[config.mk]
export PLATFORM = sky130hd
export DESIGN_NAME = fca_cell
export DESIGN_NICKNAME = d
export VERILOG_FILES = /design/src/fca_pkg.sv /design/src/fca_cell.sv
export SDC_FILE = /design/constraint.sdc
export NUM_CORES = 1
export LEC_CHECK = 0
export ABC_CLOCK_PERIOD_IN_PS = 800
export BUFFER_PORTS_ARGS = -buffer_cell sky130_fd_sc_hd__buf_2
export CAP_MARGIN = 20
export CORE_AREA = 4 4 193 195
export CTS_BUF_LIST = sky130_fd_sc_hd__clkbuf_16
export DETAILED_ROUTE_END_ITERATION = 10
export DIE_AREA = 0 0 197 199
export SYNTH_ARGS = -nofsm -noshare
export SYNTH_HDL_FRONTEND = slang
export SYNTH_SLANG_ARGS = --single-unit
[constraint.sdc]
create_clock -name aclk -period 0.8 [get_ports aclk]
set_clock_uncertainty 0.1 [all_clocks]
set_input_delay 0.16 -clock aclk [delete_from_list [all_inputs] [get_ports aclk]]
set_output_delay 0.16 -clock aclk [all_outputs]
set_load 0.01 [all_outputs]
[src/fca_pkg.sv]
// Shared types and constants for the flow cache exporter.
// No dependencies.
package fca_pkg;

    localparam int FLOW_ENTRIES_DEF = 32;

    localparam logic [1:0] CFG_ACTIVE   = 2'd0;
    localparam logic [1:0] CFG_INACTIVE = 2'd1;
    localparam logic [1:0] CFG_MAXFLOWS = 2'd2;

    localparam logic [15:0] ACTIVE_RST   = 16'd60;
    localparam logic [15:0] INACTIVE_RST = 16'd10;
    localparam logic [5:0]  MAXFLOWS_RST = 6'd32;

    localparam logic [7:0] PROTO_ICMP = 8'd1;
    localparam logic [7:0] PROTO_TCP  = 8'd6;
    localparam logic [7:0] FIN_RST_MASK = 8'h05;
    localparam logic [9:0] MS_PER_S = 10'd1000;

    typedef struct packed {
        logic        valid;
        logic [31:0] src;
        logic [31:0] dst;
        logic [15:0] sport;
        logic [15:0] dport;
        logic [7:0]  proto;
        logic [7:0]  tos;
        logic [31:0] packets;
        logic [31:0] octets;
        logic [31:0] first;
        logic [31:0] last;
        logic [7:0]  flags;
    } entry_t;

endpackage

[src/fca_cell.sv]
// One flow table slot in the rotating chain of cells.
// Depends on fca_pkg.
module fca_cell
    import fca_pkg::*;
(
    input  logic   aclk,
    input  logic   aresetn,
    input  logic   shift_en,
    input  entry_t d_in,
    output entry_t q
);

    entry_t ent_reg;

    always_ff @(posedge aclk) begin
        if (shift_en) begin
            ent_reg <= d_in;
        end
        if (!aresetn) begin
            ent_reg.valid <= 1'b0;
        end
    end

    assign q = ent_reg;

endmodule

# After elaboration in Yosys (flattened, before gate mapping)
# Index checks and enable logic that the tools add are counted.
word_totals:
  regBits: 249
  mem_bits_ro: 0
  wordCells: 12
  input_bits: 252
  mem_bits_rw: 0
  latchBits: 0
  n_memories: 0
  out_inout_bits: 249
classes:
  eq_ne: 0
  shifts: 0
  div_mod_pow: 0
  order_cmp: 0
  n_reduce_logical: 0
  add_sub_neg: 0
  n_bitwise: 0
  muxes: 0
  multipliers: 0

# Longest topological paths before layout
# Gate-level depths: netlist of the first run.
logic_depth:
  word_depth: 0
  mapped_depth: 2

# Worst setup path before layout of the first run
# Ideal clock, no wire load.
synth_timing:
  kind: "register to register"
  startpoint: "reg, netlist name q[248]"
  endpoint: "reg ent_reg (netlist bit q[248])"
  path_stages_with_launch: 3
  path_slack_ps: 101
  arrival_ps: 483
  path_buffers: 0
  path_cell_list: "dfxtp_1 -> mux2i_1 -> nor2b_1"
synth_lines:
  columns: ["element", "line", "source"]
  rows:
  - ["to (signal assigned)", "fca_cell.sv:17", "ent_reg <= d_in;"]
  - ["to (decl)", "fca_cell.sv:13", "entry_t ent_reg;"]

# Worst setup path after layout of the first run
layout_timing:
  startpoint: "reg ent_reg (netlist bit q[232])"
  endpoint: "out q[232] (netlist name)"
layout_lines:
  columns: ["element", "line", "source"]
  rows:
  - ["to (decl)", "fca_cell.sv:10", "output entry_t q"]
# No word-level cell between the ends.

==> reports/metrics.cfg, run 1 <==
[sta]
drv_slew=0
max_clock_freq_ghz=0.7184
setup_viol=250
tightest_slew_ps=196.2
slew_headroom_pct=86.55
rsz0062_at_grt=yes
finalHoldViolCount=12
hold_ws_ps=-85.38
min_period_ps=1392
fin_crit_sh_pct=174.0
timing.final.ws_setup_ps=-592.0

[clock_tree]
clock_latency_ps=540
clockBufferDepth=3
root_buffer=clkbuf_16
ctsHtreeMaxLevel=1
cts_buffers=26
cts_tree=done
postCtsHoldBufs=250
cts.sinks=249
post_cts_buffers=0
clk_pin_slew_worst_paths_ps=60

[yosys]
synth_top_family_by_area=multiplexers
synth_xor_area_share_pct=0
synth_seq_area_share_pct=99.78
synth_area_leader_cell=edfxtp_1
yosys_warnings=0
synth_top_area_share_pct=99.52
synth_common_cells=248 x edfxtp_1, 1 x dfxtp_1, 1 x mux2i_1, 1 x nor2b_1
ys_top_cells_by_area=edfxtp_1 100%, dfxtp_1 0.27%, mux2i_1 0.13%
synth_adder_area_share_pct=0
synthDistinctLibCells=4
synth_ff_type=edfxtp_1
synthMuxAreaShare_pct=0.1338
synthCells=251
syn_area_um2=7483
synthArstFlopShare_pct=0
synth_edf_count=248
synth_compound_gate_area_share_pct=0
synth.most_common_cell=edfxtp_1
yosys.area_share.simple_pct=0.08360
synthesis.nets=503
ys_seq_elements=249
syn_area_per_cell_um2=29.81

[floorplanning]
initial_utilization_pct=21.14
die_x_um=197
die_y_um=199
io_pins=501
die_area_um2=39200
core-area_um2=35400
num_rows=69

[worst_setup_path]
cp_max_fo=1
crit_family=flip-flops
cp_data_arrival_time_ps=1130
required_ps=540
cp_slowest_cell=edfxtp_1
crit_type=flip-flop to primary output
critPathLaunchType=flip-flop
crit_buf_inv=1
path_cells=buf_2
r2r_setup_slack_ps=-10
endpoint_kind=primary output
cpPeakStageDelay_ps=420

[drt]
wl_per_cell_um=17.07
drt_iter0_drc=233
num_vias=5724
drtAntennaViolNets=0
viasPerCell=3.722
firstDrtPassIters=4
totalWireLength_um=26260
drc=0

[global_routing]
antenna_found_initial=2
grt_pass1_vias=6433
grt_overflow_total=0
grt_max_degree=27
grt_usage_pct=12.48
grt_pass1_wl_um=37140

[power_and_ir_drop]
p_leak_nw=6.072
ir_worst_vdd_mv=1.748
power_w=0.03046
p_per_area_nw_per_um2=2135

[final_layout]
drive_above_1_share_pct=52.28
largest_reg_flops=249
areaGrowthSynthToFinish_pct=90.69
nNetsFinal=1313
fillers=3161

[flow_run]
timing.max_cap.violations=0

[run_status]
violations=hold timing, setup timing
status=complete, but fails checks

[place]
hpwl_um=18660
pre_cts_ws_ps=-235.3
numPortBuffers=500
gp_congestion=0.7902

[hold_path]
min_path_type=input port to flip-flop

-- worst paths after layout --
| path | from | endpoint | cells after the start |
|---|---|---|---|
| setup / recovery | q[232] | q[232] | 1 |
| hold / removal | shift_en | q[134] | 2 |
| setup reg to reg | q[248] | q[248] | 2 |
| hold reg to reg | q[248] | q[248] | 2 |
-- repair_timing --
| item | in CTS | in global routing |
|---|---|---|
| gates resized for setup | 23 | 9 |
| hold endpoints to repair | 261 | 12 |
| setup endpoints to repair | 249 | 250 |
-- kinds of logic after synthesis --
kind of cell,after synthesis
DFF,249
and+or+nand+nor,1
muxes,1
-- routing by layer --
layer / global-route usage, % / routed length [um] / share of wire [%] / up-vias
met5: 0 / 0 / 0 / -
met4: 4.160 / 821 / 3.1 / 0
met3: 6.352 / 3197 / 12 / 43
met2: 21.90 / 13040 / 50 / 339
met1: 12.98 / 9199 / 35 / 2689
li1: - / - / - / 2653
-- cell usage in the layout (no fill, tap or decap) --
cell | netlist | layout
buf_12 | 0 | 6
buf_2 | 0 | 480
buf_4 | 0 | 26
buf_6 | 0 | 19
buf_8 | 0 | 1
bufinv_16 | 0 | 1
clkbuf_16 | 0 | 26
clkinv_1 | 0 | 6
clkinv_8 | 0 | 1
dfxtp_2 | 0 | 1
diode_2 | 0 | 2
dlygate4sd3_1 | 0 | 250
edfxtp_1 | 248 | 248
inv_1 | 0 | 7
inv_6 | 0 | 1
mux2i_1 | 1 | 1
nor2b_1 | 1 | 1
-- cell type report --
cell class | instances | area [um2] | share of cell area (%)
Timing Repair Buffer | 782 | 5449 | 38.19
Sequential cell | 249 | 7468 | 52.34
Clock inverter | 16 | 103.9 | 0.7278
Tap cell | 461 | 576.8 | 4.042
Multi-Input combinational cell | 2 | 16.27 | 0.1140
Clock buffer | 26 | 650.6 | 4.559
Antenna cell | 2 | 5.005 | 0.03507
-- power breakdown --
part | internal (W) | switching, W
clock network | 0.00615 | 0.00468
registers | 0.0155 | 0.000311
logic | 0.00210 | 0.00172
-- stage by stage --
stage / hold slack [ps] / setup TNS [ps] / area (um2) / utilization, % / instances
3_5_place_dp: 238.1 / -50960 / 10890 / 30.76 / 1244
3_3_place_gp: 236.1 / -49950 / 10890 / 30.76 / 1244
4_1_cts: -108.1 / -136730 / 14220 / 40.18 / 1536
5_1_grt: -99.98 / -141270 / 14270 / 40.31 / 1538
2_1_floorplan: 158.9 / 0 / 7483 / - / 251
6_report: -85.38 / -127750 / 14270 / 40.31 / 1538
(Power assumes the default switching activity.)
==> run 2: changes to the inputs <==
--- a/config.mk
+++ b/config.mk
@@ -12,6 +12,8 @@
 export CTS_BUF_LIST = sky130_fd_sc_hd__clkbuf_16
 export DETAILED_ROUTE_END_ITERATION = 10
 export DIE_AREA = 0 0 197 199
+export GPL_TIMING_DRIVEN = 0
+export SKIP_LAST_GASP = 1
 export SYNTH_ARGS = -nofsm -noshare
 export SYNTH_HDL_FRONTEND = slang
 export SYNTH_SLANG_ARGS = --single-unit
==> reports/metrics.cfg, run 2 (synthesis results as in run 1) <==
[clock_tree]
clockBufferDepth=3
clk_pin_slew_worst_paths_ps=60
root_buffer=clkbuf_16
cts_tree=done
clock_latency_ps=550
cts_buffers=28
postCtsHoldBufs=250
cts.sinks=249
ctsHtreeMaxLevel=1

[power_and_ir_drop]
p_per_area_nw_per_um2=2212
ir_worst_vdd_mv=1.658
p_clk_share_pct=37.7
p_leak_nw=6.002
switching_share_pct=22.37
power_frac_seq_pct=50.4
switchingPower_w=0.007020
p_int_w=0.02436
p_comb_share_pct=11.9

[global_routing]
gr-usage-met1_pct=13.85
grtUsageMet3_pct=5.776
grt_max_degree=86
grt_use_met2_pct=21.58
grt_pass1_wl_um=37330
grt_usage_pct=12.55
antenna_found_initial=1
grt_overflow_total=0
busiest_layer=met2
grt_pass1_vias=6365

[floorplanning]
core-area_um2=35400
initial_utilization_pct=21.14
die_x_um=197
io_pins=501
die_y_um=199
num_rows=69
die_area_um2=39200

[worst_setup_path]
crit_family=flip-flops
cpPeakStageDelay_ps=470
critPathLaunchType=flip-flop
r2r_setup_slack_ps=30
crit_buf_inv=1
cp_slowest_cell=edfxtp_1
endpoint_kind=primary output
timing.rr.start=q[248]
cp_data_arrival_time_ps=1190
worstRegToRegCells=2
crit_type=flip-flop to primary output
cp_max_fo=1
path_cells=buf_6
required_ps=540
timing.rr.end=q[248]

[hold_path]
hp-start=shift_en
hold_depth=1
min_path_type=input port to flip-flop
whs_endpoint=q[134]

[sta]
rsz0062_at_grt=yes
max_clock_freq_ghz=0.6902
slew_headroom_pct=73.34
hold_ws_ps=-107.5
tightest_slew_ps=399.9
fin_crit_sh_pct=181.1
timing.final.ws_setup_ps=-648.9
setup_viol=249
finalSetupTns_ps=-127920
min_period_ps=1449
finalHoldViolCount=25
drv_slew=0

[place]
gp_congestion=0.7340
numPortBuffers=500
pre_cts_ws_ps=-770.4
hpwl_um=17640

[final_layout]
drive_above_1_share_pct=51.42
areaGrowthSynthToFinish_pct=89.60
final_common_cell=buf_2
fillers=3214
multiInputGateArea_um2=16.27
seqCellArea_um2=7468
final_cell_mix=475 x buf_2, 250 x dlygate4sd3_1, 248 x edfxtp_1
largest_reg_flops=249
nNetsFinal=1287

[drt]
viasPerCell=3.717
drt_iter0_drc=161
num_vias=5635
drtAntennaViolNets=0
totalWireLength_um=26470
drc=0
wl_per_cell_um=17.46
firstDrtPassIters=4

[run_status]
violations=hold timing, setup timing
status=complete, but fails checks

[flow_run]
timing.max_cap.violations=0

-- run 2: changes by cell type in the layout (fill, tap and decap cells not counted), moves of 3 or more --
| cell | delta |
|---|---|
| clkinv_4 | +3 |
| clkinv_2 | +4 |
| buf_6 | +5 |
| buf_12 | -5 |
| buf_16 | +3 |
| buf_2 | -5 |
| clkbuf_16 | +4 |
| buf_4 | -26 |
-- run 2: power groups by stage --
stage                     Sequential [W]  Clock, W  Combinational, W
after detailed placement          0.0161         0           0.00262
after CTS                         0.0158    0.0124           0.00367
after global placement            0.0161         0           0.00255
after global routing              0.0159    0.0129           0.00400
final                             0.0158    0.0118           0.00373
after floorplan                   0.0166         0        0.00000496
-- run 2: how the worst max path moves through the flow --
stage | start | to | cells after the start
2_1_floorplan | q[248] | q[248] | 2
3_3_place_gp | shift_en | q[248] | 3
3_5_place_dp | shift_en | q[223] | 2
4_1_cts | q[232] | q[232] | 1
5_1_grt | q[52] | q[52] | 1
6_report | q[78] | q[78] | 1
-- run 2: area by class of cell --
| type | count | share of cell area, % |
|---|---|---|
| antenna | 1 | 0.01764 |
| timing repair buffer | 754 | 37.20 |
| clock inverter | 20 | 0.8554 |
| clock buffer | 29 | 5.115 |
| multi-input combinational | 2 | 0.1146 |
| tap | 461 | 4.065 |
| sequential | 249 | 52.64 |
-- run 2: through the flow --
step / power, W / cell area [um2] / instances / utilization [%] / hold WS, ps
2_1_floorplan: 0.01662 / 7483 / 251 / - / 158.9
3_3_place_gp: 0.01866 / 10560 / 1212 / 29.84 / 235.9
3_5_place_dp: 0.01868 / 10630 / 1214 / 30.02 / 238.1
4_1_cts: 0.03184 / 14080 / 1514 / 39.77 / -135.8
5_1_grt: 0.03279 / 14190 / 1516 / 40.08 / -115.3
6_report: 0.03138 / 14190 / 1516 / 40.08 / -107.5
-- run 2: layer usage --
metal | vias to the layer above | routed length [um]
met5 | - | 0
met2 | 317 | 13140
met4 | 0 | 792
met3 | 44 | 2956
li1 | 2607 | -
met1 | 2667 | 9580
-- run 2: what timing repair did --
action,4_1_cts,5_1_grt
gates resized for setup,19,19
endpoints found under the setup margin,444,356
pin swaps,0,0
cloned,1,1
setup buffers,0,0
hold endpoints to repair,303,54
-- run 2: worst reg2reg max path, stage by stage (launching register included) --
cell and delay [ps]:
dfxtp_2 330, mux2i_1 160, nor2b_1 80
==> run 3: changes to the inputs <==
--- a/config.mk
+++ b/config.mk
@@ -8,11 +8,14 @@
 export ABC_CLOCK_PERIOD_IN_PS = 800
 export BUFFER_PORTS_ARGS = -buffer_cell sky130_fd_sc_hd__buf_2
 export CAP_MARGIN = 20
-export CORE_AREA = 4 4 193 195
+export CELL_PAD_IN_SITES_DETAIL_PLACEMENT = 1
+export CELL_PAD_IN_SITES_GLOBAL_PLACEMENT = 1
+export CORE_AREA = 4 4 191 193
 export CTS_BUF_LIST = sky130_fd_sc_hd__clkbuf_16
 export DETAILED_ROUTE_END_ITERATION = 10
-export DIE_AREA = 0 0 197 199
+export DIE_AREA = 0 0 195 197
 export GPL_TIMING_DRIVEN = 0
+export PLACE_DENSITY_LB_ADDON = 0.2
 export SKIP_LAST_GASP = 1
 export SYNTH_ARGS = -nofsm -noshare
 export SYNTH_HDL_FRONTEND = slang
==> reports/metrics.cfg, run 3 (synthesis results as in run 1) <==
[clock_tree]
cts_tree=done
ctsHtreeMaxLevel=1
clk_pin_slew_worst_paths_ps=60
clock_latency_ps=530
postCtsHoldBufs=250
cts_buffers=29
clockBufferDepth=3
cts.sinks=249
root_buffer=clkbuf_16

[drt]
wl_per_cell_um=17.94
drc=0
totalWireLength_um=27160
viasPerCell=3.723
firstDrtPassIters=4
drt_iter0_drc=111
drtAntennaViolNets=0
num_vias=5636

[final_layout]
nNetsFinal=1288
final_cell_mix=487 x buf_2, 250 x dlygate4sd3_1, 248 x edfxtp_1
areaGrowthSynthToFinish_pct=88.80
drive_above_1_share_pct=51.51
final_common_cell=buf_2
largest_reg_flops=249

[worst_setup_path]
cpPeakStageDelay_ps=430
cp_slowest_cell=edfxtp_1
path_cells=buf_6
critPathLaunchType=flip-flop
required_ps=540
crit_type=flip-flop to primary output
cp_max_fo=1
crit_buf_inv=1
endpoint_kind=primary output
cp_data_arrival_time_ps=1120
crit_family=flip-flops

[sta]
setup_viol=249
fin_crit_sh_pct=172.9
rsz0062_at_grt=yes
drv_slew=0
timing.final.ws_setup_ps=-583.2
tightest_slew_ps=331.9
finalHoldViolCount=21
max_clock_freq_ghz=0.7230
slew_headroom_pct=77.87
hold_ws_ps=-109.2
min_period_ps=1383

[run_status]
violations=hold timing, setup timing
status=complete, but fails checks

[floorplanning]
initial_utilization_pct=21.66
num_rows=68
die_x_um=195
die_y_um=197
die_area_um2=38420
io_pins=501
core-area_um2=34540

[global_routing]
grt_overflow_total=0
grt_pass1_wl_um=39350
grt_pass1_vias=6488
busiest_layer=met2
gr-usage-met1_pct=13.88
grt_use_met2_pct=24.91
grtUsageMet3_pct=4.940
grt_usage_pct=13.30
grt_max_degree=60
antenna_found_initial=1

[place]
pre_cts_ws_ps=-629.9
numPortBuffers=500
gp_congestion=0.7330

[flow_run]
timing.max_cap.violations=0

[power_and_ir_drop]
p_per_area_nw_per_um2=2228
ir_worst_vdd_mv=1.634
p_leak_nw=5.991

[hold_path]
min_path_type=input port to flip-flop

[run 3: cell types whose count changed in the layout (fill, tap and decap cells not counted), sizes merged]
cell	delta
clkinvlp	+2
bufbuf	+1
clkbuf	-1
clkinv	+1
inv	+1
[run 3: area by class of cell]
class | count | area (um2)
diodes | 1 | 2.502
repair buffers | 754 | 5205
clock buffers | 29 | 725.7
well taps | 455 | 569.3
multi-input cells | 2 | 16.27
clock inverters | 24 | 141.4
fillers | 3593 | 20410
flip-flops and latches | 249 | 7468
[run 3: stage by stage]
stage	setup TNS, ps	utilization, %	area [um2]	instances	power, W
after floorplan	0	-	7483	251	0.01662
after global placement	-1032760	30.56	10560	1206	0.01866
after detailed placement	-136730	30.74	10620	1208	0.01865
after CTS	-136570	40.76	14080	1513	0.03208
after global routing	-139730	40.90	14130	1514	0.03296
final	-125820	40.90	14130	1514	0.03148
[run 3: layer usage]
metal	share of wire [%]	vias to the layer above	wire length, um
met5	0	-	0
met4	3.1	0	844
met3	9.3	53	2526
met2	53	309	14450
met1	34	2662	9337
li1	-	2612	-
[run 3: report_power, final]
group | internal, W | switching [W]
Clock | 0.00687 | 0.00515
Sequential | 0.0155 | 0.000260
Combinational | 0.00199 | 0.00171
Total | 0.0244 | 0.00712
[run 3: worst paths after layout]
kind	startpoint	end	slack (ps)	depth (start not counted)
setup / recovery	q[127]	q[127]	-580	1
hold / removal	shift_en	q[102]	-110	1
setup reg to reg	q[248]	q[248]	90	2
hold reg to reg	q[248]	q[248]	430	2
[run 3: timing repair]
action / 4_1_cts / 5_1_grt
cloned: 2 / 0
hold endpoints to repair: 269 / 21
resized for setup: 8 / 12
setup buffers: 0 / 0
setup endpoints to repair: 377 / 280
